**config.mk**
```make
export PLATFORM = sky130hd
export DESIGN_NAME = matrix_diagonal_sorter_top
export DESIGN_NICKNAME = d
export VERILOG_FILES = /design/src/sv/mds_pkg.sv /design/src/sv/matrix_diagonal_sorter_top.sv
export SDC_FILE = /design/constraint.sdc
export NUM_CORES = 2
export LEC_CHECK = 0
export BUFFER_PORTS_ARGS = -buffer_cell sky130_fd_sc_hd__buf_2
export CAP_MARGIN = 0
export CORE_MARGIN = 3
export CORE_UTILIZATION = 55
export CTS_CLUSTER_DIAMETER = 30
export CTS_CLUSTER_SIZE = 28
export DETAILED_ROUTE_END_ITERATION = 8
export HOLD_SLACK_MARGIN = 0.15
export PLACE_DENSITY = 0.68
export SLEW_MARGIN = 10
export SYNTH_ARGS = -nofsm -noshare
export SYNTH_HDL_FRONTEND = slang
export SYNTH_SLANG_ARGS = --single-unit
```
**constraint.sdc**
```tcl
create_clock -name clk -period 11.3 [get_ports clk]
set_clock_uncertainty 0.1 [all_clocks]
set_input_delay 0.565 -clock clk [delete_from_list [all_inputs] [get_ports clk]]
set_output_delay 0.565 -clock clk [all_outputs]
set_load 0.1 [all_outputs]
```
**src/sv/mds_pkg.sv**
```systemverilog
`timescale 1ns / 1ps
// ----------------------------------------------------------------------------
// mds_pkg
// shared sizes, types and register indexes of the diagonal matrix sorter
// ----------------------------------------------------------------------------
package mds_pkg;

  localparam int MAX_ROWS    = 8;
  localparam int MAX_COLS    = 8;
  localparam int DATA_WIDTH  = 32;

  localparam int STORE_DEPTH = MAX_ROWS * MAX_COLS;
  localparam int MAX_DIM     = (MAX_ROWS > MAX_COLS) ? MAX_ROWS : MAX_COLS;
  localparam int ADDR_W      = (STORE_DEPTH > 1) ? $clog2(STORE_DEPTH) : 1;
  localparam int CNT_W       = $clog2(STORE_DEPTH + 1);
  localparam int DIM_W       = $clog2(MAX_DIM + 1);

  localparam int CFG_W       = 4;
  localparam int CFG_IDX_W   = 1;
  localparam int VALUE_W     = 32;

  localparam logic [CFG_IDX_W-1:0] REG_ROW_COUNT = 1'd0;
  localparam logic [CFG_IDX_W-1:0] REG_COL_COUNT = 1'd1;

  localparam logic [CFG_W-1:0] ROW_COUNT_RESET = 4'd8;
  localparam logic [CFG_W-1:0] COL_COUNT_RESET = 4'd8;

  typedef logic signed [DATA_WIDTH-1:0] data_t;

endpackage

```
**src/sv/matrix_diagonal_sorter_top.sv**
```systemverilog
`timescale 1ns / 1ps
// ----------------------------------------------------------------------------
// matrix_diagonal_sorter_top
// loads a matrix row-major, sorts every top-left to bottom-right diagonal
// ascending with one shared compare-exchange unit, then emits it row-major
// ----------------------------------------------------------------------------
// sorting: one shared compare-exchange unit, each pair passes through the read,
//   compare and write states
// throughput: one input per cycle while loading, input stalled while sorting/emitting;
//   each output passes through the emit read and emit load states
// reset: synchronous, clears control state; row/col counts return to 8,
//   matrix store contents stay undefined until written
module matrix_diagonal_sorter_top (
  input  logic                                clk,
  input  logic                                rst,
  input  logic                                cfg_write,
  input  logic [mds_pkg::CFG_IDX_W-1:0]       cfg_index,
  input  logic [mds_pkg::CFG_W-1:0]           cfg_data,
  input  logic                                in_valid,
  output logic                                in_stall,
  input  logic signed [31:0]                  element_value,
  output logic                                out_valid,
  input  logic                                out_stall,
  output logic signed [31:0]                  sorted_value,
  output logic                                last_element
);
  import mds_pkg::*;

  // sequencer states
  localparam logic [2:0] S_LOAD     = 3'd0;
  localparam logic [2:0] S_SORT_RD  = 3'd1;
  localparam logic [2:0] S_SORT_CMP = 3'd2;
  localparam logic [2:0] S_SORT_WR  = 3'd3;
  localparam logic [2:0] S_EMIT_RD  = 3'd4;
  localparam logic [2:0] S_EMIT_LD  = 3'd5;

  logic [2:0]        state;
  logic [CFG_W-1:0]  row_count;
  logic [CFG_W-1:0]  col_count;
  logic [CNT_W-1:0]  load_count;
  logic [CNT_W-1:0]  emit_index;
  logic [DIM_W-1:0]  pass;
  logic [DIM_W-1:0]  row;
  logic [DIM_W-1:0]  col;
  logic [ADDR_W-1:0] pair_addr;
  data_t             high_value;

  // matrix store: one write port, two registered read ports
  data_t             store [STORE_DEPTH];
  data_t             rd_data0;
  data_t             rd_data1;
  logic [ADDR_W-1:0] rd_addr0;
  logic [ADDR_W-1:0] rd_addr1;
  logic              wr_en;
  logic [ADDR_W-1:0] wr_addr;
  data_t             wr_data;

  logic [DIM_W-1:0]  rows;
  logic [DIM_W-1:0]  cols;
  logic [DIM_W-1:0]  diag_len;
  logic [CNT_W-1:0]  total;
  logic [CNT_W-1:0]  load_count_next;
  logic [ADDR_W-1:0] partner_addr;
  logic              in_accept;
  logic              out_free;
  logic              emit_last;

  // dimensions in use: zero reads as one, oversize saturates
  always_comb begin
    if (row_count == '0) begin
      rows = DIM_W'(1);
    end else if (32'(row_count) > MAX_ROWS) begin
      rows = DIM_W'(MAX_ROWS);
    end else begin
      rows = DIM_W'(row_count);
    end
    if (col_count == '0) begin
      cols = DIM_W'(1);
    end else if (32'(col_count) > MAX_COLS) begin
      cols = DIM_W'(MAX_COLS);
    end else begin
      cols = DIM_W'(col_count);
    end
  end

  assign diag_len        = (rows < cols) ? rows : cols;
  assign total           = CNT_W'(rows) * CNT_W'(cols);
  assign load_count_next = load_count + CNT_W'(1);

  // lower-right neighbor of the current pair's upper-left element
  assign partner_addr = pair_addr + ADDR_W'(cols) + ADDR_W'(1);

  assign in_stall  = (state != S_LOAD);
  assign in_accept = in_valid && !in_stall;
  assign out_free  = !out_valid || !out_stall;
  assign emit_last = (emit_index == total - CNT_W'(1));

  // store port selection
  always_comb begin
    wr_en    = 1'b0;
    wr_addr  = load_count[ADDR_W-1:0];
    wr_data  = DATA_WIDTH'(element_value);
    rd_addr0 = pair_addr;
    rd_addr1 = partner_addr;
    unique case (state)
      S_LOAD: begin
        wr_en = in_accept;
      end
      S_SORT_CMP: begin
        // smaller value goes to the upper-left end
        wr_en   = 1'b1;
        wr_addr = pair_addr;
        wr_data = (rd_data0 > rd_data1) ? rd_data1 : rd_data0;
      end
      S_SORT_WR: begin
        wr_en   = 1'b1;
        wr_addr = partner_addr;
        wr_data = high_value;
      end
      S_EMIT_RD: begin
        rd_addr0 = emit_index[ADDR_W-1:0];
      end
      S_EMIT_LD: begin
        // keep the read data in place while the output register is stalled
        rd_addr0 = emit_index[ADDR_W-1:0];
      end
      default: begin
      end
    endcase
  end

  always_ff @(posedge clk) begin
    if (wr_en) begin
      store[wr_addr] <= wr_data;
    end
    rd_data0 <= store[rd_addr0];
    rd_data1 <= store[rd_addr1];
  end

  // configuration registers
  always_ff @(posedge clk) begin
    if (rst) begin
      row_count <= ROW_COUNT_RESET;
      col_count <= COL_COUNT_RESET;
    end else if (cfg_write) begin
      unique case (cfg_index)
        REG_ROW_COUNT: row_count <= cfg_data;
        REG_COL_COUNT: col_count <= cfg_data;
        default: begin
        end
      endcase
    end
  end

  // sequencer
  always_ff @(posedge clk) begin
    if (rst) begin
      state      <= S_LOAD;
      load_count <= '0;
      emit_index <= '0;
      pass       <= '0;
      row        <= '0;
      col        <= '0;
      pair_addr  <= '0;
    end else begin
      unique case (state)
        S_LOAD: begin
          if (in_accept) begin
            if (load_count_next >= total) begin
              // matrix complete, sort only if any diagonal is longer than one
              load_count <= '0;
              pass       <= '0;
              row        <= '0;
              col        <= '0;
              pair_addr  <= '0;
              emit_index <= '0;
              state      <= (diag_len > DIM_W'(1)) ? S_SORT_RD : S_EMIT_RD;
            end else begin
              load_count <= load_count_next;
            end
          end
        end
        S_SORT_RD: begin
          state <= S_SORT_CMP;
        end
        S_SORT_CMP: begin
          state <= S_SORT_WR;
        end
        S_SORT_WR: begin
          state <= S_SORT_RD;
          if (col == cols - DIM_W'(2)) begin
            col <= '0;
            if (row == rows - DIM_W'(2)) begin
              // end of one bubble pass over all diagonals
              row       <= '0;
              pair_addr <= '0;
              if (pass == diag_len - DIM_W'(2)) begin
                emit_index <= '0;
                state      <= S_EMIT_RD;
              end else begin
                pass <= pass + DIM_W'(1);
              end
            end else begin
              row       <= row + DIM_W'(1);
              pair_addr <= pair_addr + ADDR_W'(2);
            end
          end else begin
            col       <= col + DIM_W'(1);
            pair_addr <= pair_addr + ADDR_W'(1);
          end
        end
        S_EMIT_RD: begin
          state <= S_EMIT_LD;
        end
        S_EMIT_LD: begin
          if (out_free) begin
            if (emit_last) begin
              state <= S_LOAD;
            end else begin
              emit_index <= emit_index + CNT_W'(1);
              state      <= S_EMIT_RD;
            end
          end
        end
        default: begin
          state <= S_LOAD;
        end
      endcase
    end
  end

  // larger value of the pair, held for the write-back state
  always_ff @(posedge clk) begin
    if (state == S_SORT_CMP) begin
      high_value <= (rd_data0 > rd_data1) ? rd_data0 : rd_data1;
    end
  end

  // output register, parts the result side from the sequencer
  always_ff @(posedge clk) begin
    if (rst) begin
      out_valid <= 1'b0;
    end else if (state == S_EMIT_LD && out_free) begin
      out_valid <= 1'b1;
    end else if (!out_stall) begin
      out_valid <= 1'b0;
    end
  end

  always_ff @(posedge clk) begin
    if (state == S_EMIT_LD && out_free) begin
      sorted_value <= VALUE_W'(rd_data0);
      last_element <= emit_last;
    end
  end

endmodule

```
==> results.tsv <==
stage	metric	value	unit
status	status	finished clean	
clocking	Post-CTS Setup Repair Bufs	0	
power	power share of the combinational group	16.8	%
global_routing	total global routing overflow	0	
placed_design	hpwl dp	196500	um
clocking	Post-CTS Hold Buffers	19	
sta	final setup vio count	0	
placed_design	routability-driven placement congestion ratio	0.9000	
route	Iter 0 DRT Violations	10244	
route	wire per inst	38.51	um
route	post-route ant nets	0	
layout	final non-filler cell total	8653	
sta	final setup TNS	0	ps
worst_setup_path	crit path capture type	register	
worst_hold_path	Hold Path Class	input pin to register	
synthesis	post-synthesis cell type count	72	
power	Clk network pwr share	46.3	%
synthesis	Synth area leader	edfxtp_1	
layout	Syn-to-layout area delta	19.40	%
clocking	CTS root buffer	clkbuf_16	
route	vias	62327	
floorplanning	Starting Density	55.58	%
worst_setup_path	crit path launch type	register	
sta	final hold violations	0	
synthesis	asr flop ratio synth	0	%
worst_setup_path	WS Path Type	register to register	
worst_setup_path	CP cell instances	inv_1, ha_1, nand4_1, nor4_1, a21oi_1, o21ai_0, a31oi_1, mux2i_4, buf_4, mux2i_1, o22ai_4, buf_4	
floorplanning	Rows	158	
floorplanning	CORE AREA	186200	um2
placed_design	I/O Buffers	76	
synthesis	Area contributors post-synth	edfxtp_1 61%, mux4_2 26%, dfxtp_1 2.1%	
power	Sequential Power Share	37.0	%
synthesis	syn_area_per_cell	18.89	um2
worst_setup_path	Crit-path slowest cell	nor4_1	
clocking	CTS H-Tree Depth	5	
synthesis	sequential fraction of the synthesis area	63.39	%
synthesis	post-synthesis register bit count	2221	
floorplanning	die width	439.8	um
power	Leakage	41.42	nW
power	Switch Pwr	0.008149	W
global_routing	first-pass GRT wire length	470000	um
worst_setup_path	critical path arrival	7090	ps
sta	RSZ-0062 raised after global routing	false	
clocking	CTS tree	yes	
sta	fin. max-slew vios	0	
sta	crit path time final	6519	ps
power	Worst VDD drop	300.9	uV
layout	layout cells sized above 1	37.38	%
clocking	clock latency on the worst-skew pair	990	ps
placed_design	Placed Cells	7785	
global_routing	vias in the first global route	61384	
clocking	Clock Sinks	2221	
route	Vias/cell	7.203	
power	Pwr Density	236.3	nW/um2
synthesis	Mapped Area	103500	um2
global_routing	Tot GR Track Use	34.93	%
clocking	Worst-path clk slew	60	ps
power	Sw Share	27.90	%
sta	normalized max-slew margin	11.48	%
synthesis	Post-Syn Nets	5594	
worst_setup_path	crit path max fanout	50	
floorplanning	Die ar.	193400	um2
sta	Peak Freq	153.4	MHz
global_routing	initial antenna violation count	27	
worst_setup_path	slowest stage delay, CP	1110	ps
global_routing	pin count of the biggest net entering global routing	177	
route	drt drc	0	
floorplanning	io pins	77	
floorplanning	chip height	439.8	um
power	power consumption	0.02920	W
synthesis	synthesized instance count	5478	
worst_setup_path	most frequent CP cell	buf_4	
synthesis	Synth warnings	0	
synthesis	Post-synth top flop	edfxtp_1	
synthesis	share of the synthesized area in the top cell type	61.30	%
route	final WL	333200	um
sta	final period utilization	57.69	%
layout	Final #Nets	5906	
layout	number of fill cells	12190	
worst_setup_path	worst path required time	11870	ps
sta	slew at the pin closest to its max-slew limit	1325	ps
clocking	CTS buffer count	460	
route	1st-pass router iterations	8	
clocking	CTS resizes	0	
power	Int Pwr	0.02105	W
synthesis	Post-synth EDFFs	2113	
flow_run	Max-Cap Viols	0	
clocking	Clock Path Buffers	4	
[cell families after synthesis]
kind of cell,share of synthesized area (%)
compound gates,3.290
buf+inv,2.007
simple gates,3.865
xor+xnor,0.2974
fa+ha+maj,0.9405
flops,63.39
mux,26.21
[final cells by class]
| class | instances | area, um2 | share of cell area, % |
|---|---|---|---|
| clock buffers | 530 | 12090 | 9.785 |
| multi-input cells | 2793 | 36930 | 29.88 |
| inverters | 62 | 232.7 | 0.1883 |
| flip-flops and latches | 2221 | 65620 | 53.10 |
| well taps | 2480 | 3103 | 2.511 |
| repair buffers | 252 | 2077 | 1.681 |
| diodes | 12 | 30.03 | 0.02430 |
| clock inverters | 303 | 3498 | 2.831 |
[registers in the layout, indices dropped and copies added, names as in the netlist]
name and count:
col 4, col_count 4, emit_index 7, high_value 32
last_element 1, load_count 7, out_valid 1, pair_addr 6
pass 4, rd_data0 32, rd_data1 32, row 4
row_count 4, sorted_value 32, state 3, store 2048
[power by group through the flow]
stage	logic, W	registers, W	clock network [W]
3_3_place_gp	0.00467	0.0109	0
2_1_floorplan	0.00259	0.0109	0
6_report	0.00489	0.0108	0.0135
5_1_grt	0.00510	0.0108	0.0140
4_1_cts	0.00477	0.0108	0.0136
3_5_place_dp	0.00474	0.0109	0
[cell usage in the layout (no fill, tap or decap), types with 28 or more instances in the layout]
cell / count
a221o_1: 32
edfxtp_1: 2113
inv_1: 59
clkinv_1: 57
ha_1: 68
a211oi_1: 51
bufinv_16: 65
clkinv_2: 63
mux2i_1: 41
buf_4: 132
clkbuf_16: 467
and2_1: 70
a31oi_1: 69
buf_2: 76
o22ai_1: 33
nor2_1: 86
nor2_4: 67
nand2_1: 548
o22ai_4: 32
dfxtp_1: 107
clkinv_4: 33
a21oi_1: 86
clkinvlp_4: 50
nand3_1: 93
mux4_2: 1183
o21ai_0: 127
clkbuf_1: 46
inv_6: 28
[path summary, 6_finish.rpt]
path / slack (ps) / to / start / cells after the start
min reg2reg: 370 / col_count[0] / col_count[0] / 2
min: 260 / store[48][2] / element_value[2] / 3
max reg2reg: 4780 / store[52][21] / rd_data1[31] / 12
max: 4780 / store[52][21] / rd_data1[31] / 12
[cells in the mapped netlist, types with 5 or more instances]
master	count
o21a_1	5
nand2b_1	6
dfxtp_1	108
a21o_1	9
edfxtp_1	2113
and2_1	70
nor3_1	9
nand4_1	8
nor2_1	153
inv_1	60
mux2i_1	45
a31oi_1	69
xor2_1	8
or3_1	9
ha_1	69
mux4_2	1183
a221o_1	32
nand3_1	93
a211oi_2	20
and3_1	6
buf_4	16
o21ai_0	128
a211oi_1	51
buf_1	63
buf_2	76
o21ai_1	6
fa_1	5
o22ai_1	66
nand2_1	552
xnor2_1	22
buf_6	24
a21oi_1	88
clkbuf_1	223
nor2b_1	12
o21bai_1	5
[routing by layer]
metal | global-route usage, % | wire (um) | vias up
met3 | 13.11 | 49520 | 732
met2 | 50.13 | 149200 | 4722
met4 | 14.31 | 14600 | 24
li1 | - | - | 23955
met5 | 0 | 148 | -
met1 | 48.76 | 119800 | 32894
[through the flow]
| stage | worst slack, ps | cell area, um2 | util (%) | hold slack [ps] |
|---|---|---|---|---|
| final | 4781 | 123600 | 66.36 | 264.4 |
| after global routing | 4583 | 123600 | 66.35 | 267.1 |
| after CTS | 4864 | 123500 | 66.29 | 212.0 |
| after detailed placement | 4961 | 107700 | 57.82 | 368.0 |
| after global placement | 4915 | 107700 | 57.81 | 367.0 |
| after floorplan | 6367 | 103500 | - | 340.7 |
[critical path: cells and delay by family (launching register included)]
| kind | cells | cell delay, ps |
|---|---|---|
| buffers and inverters | 3 | 1260 |
| flip-flops | 1 | 600 |
| AO/OA/AOI/OAI | 4 | 1380 |
| adder cells (fa/ha/maj) | 1 | 650 |
| multiplexers | 2 | 510 |
| AND/OR/NAND/NOR | 2 | 1570 |
No activity file was read; power rests on OpenSTA's default activity.
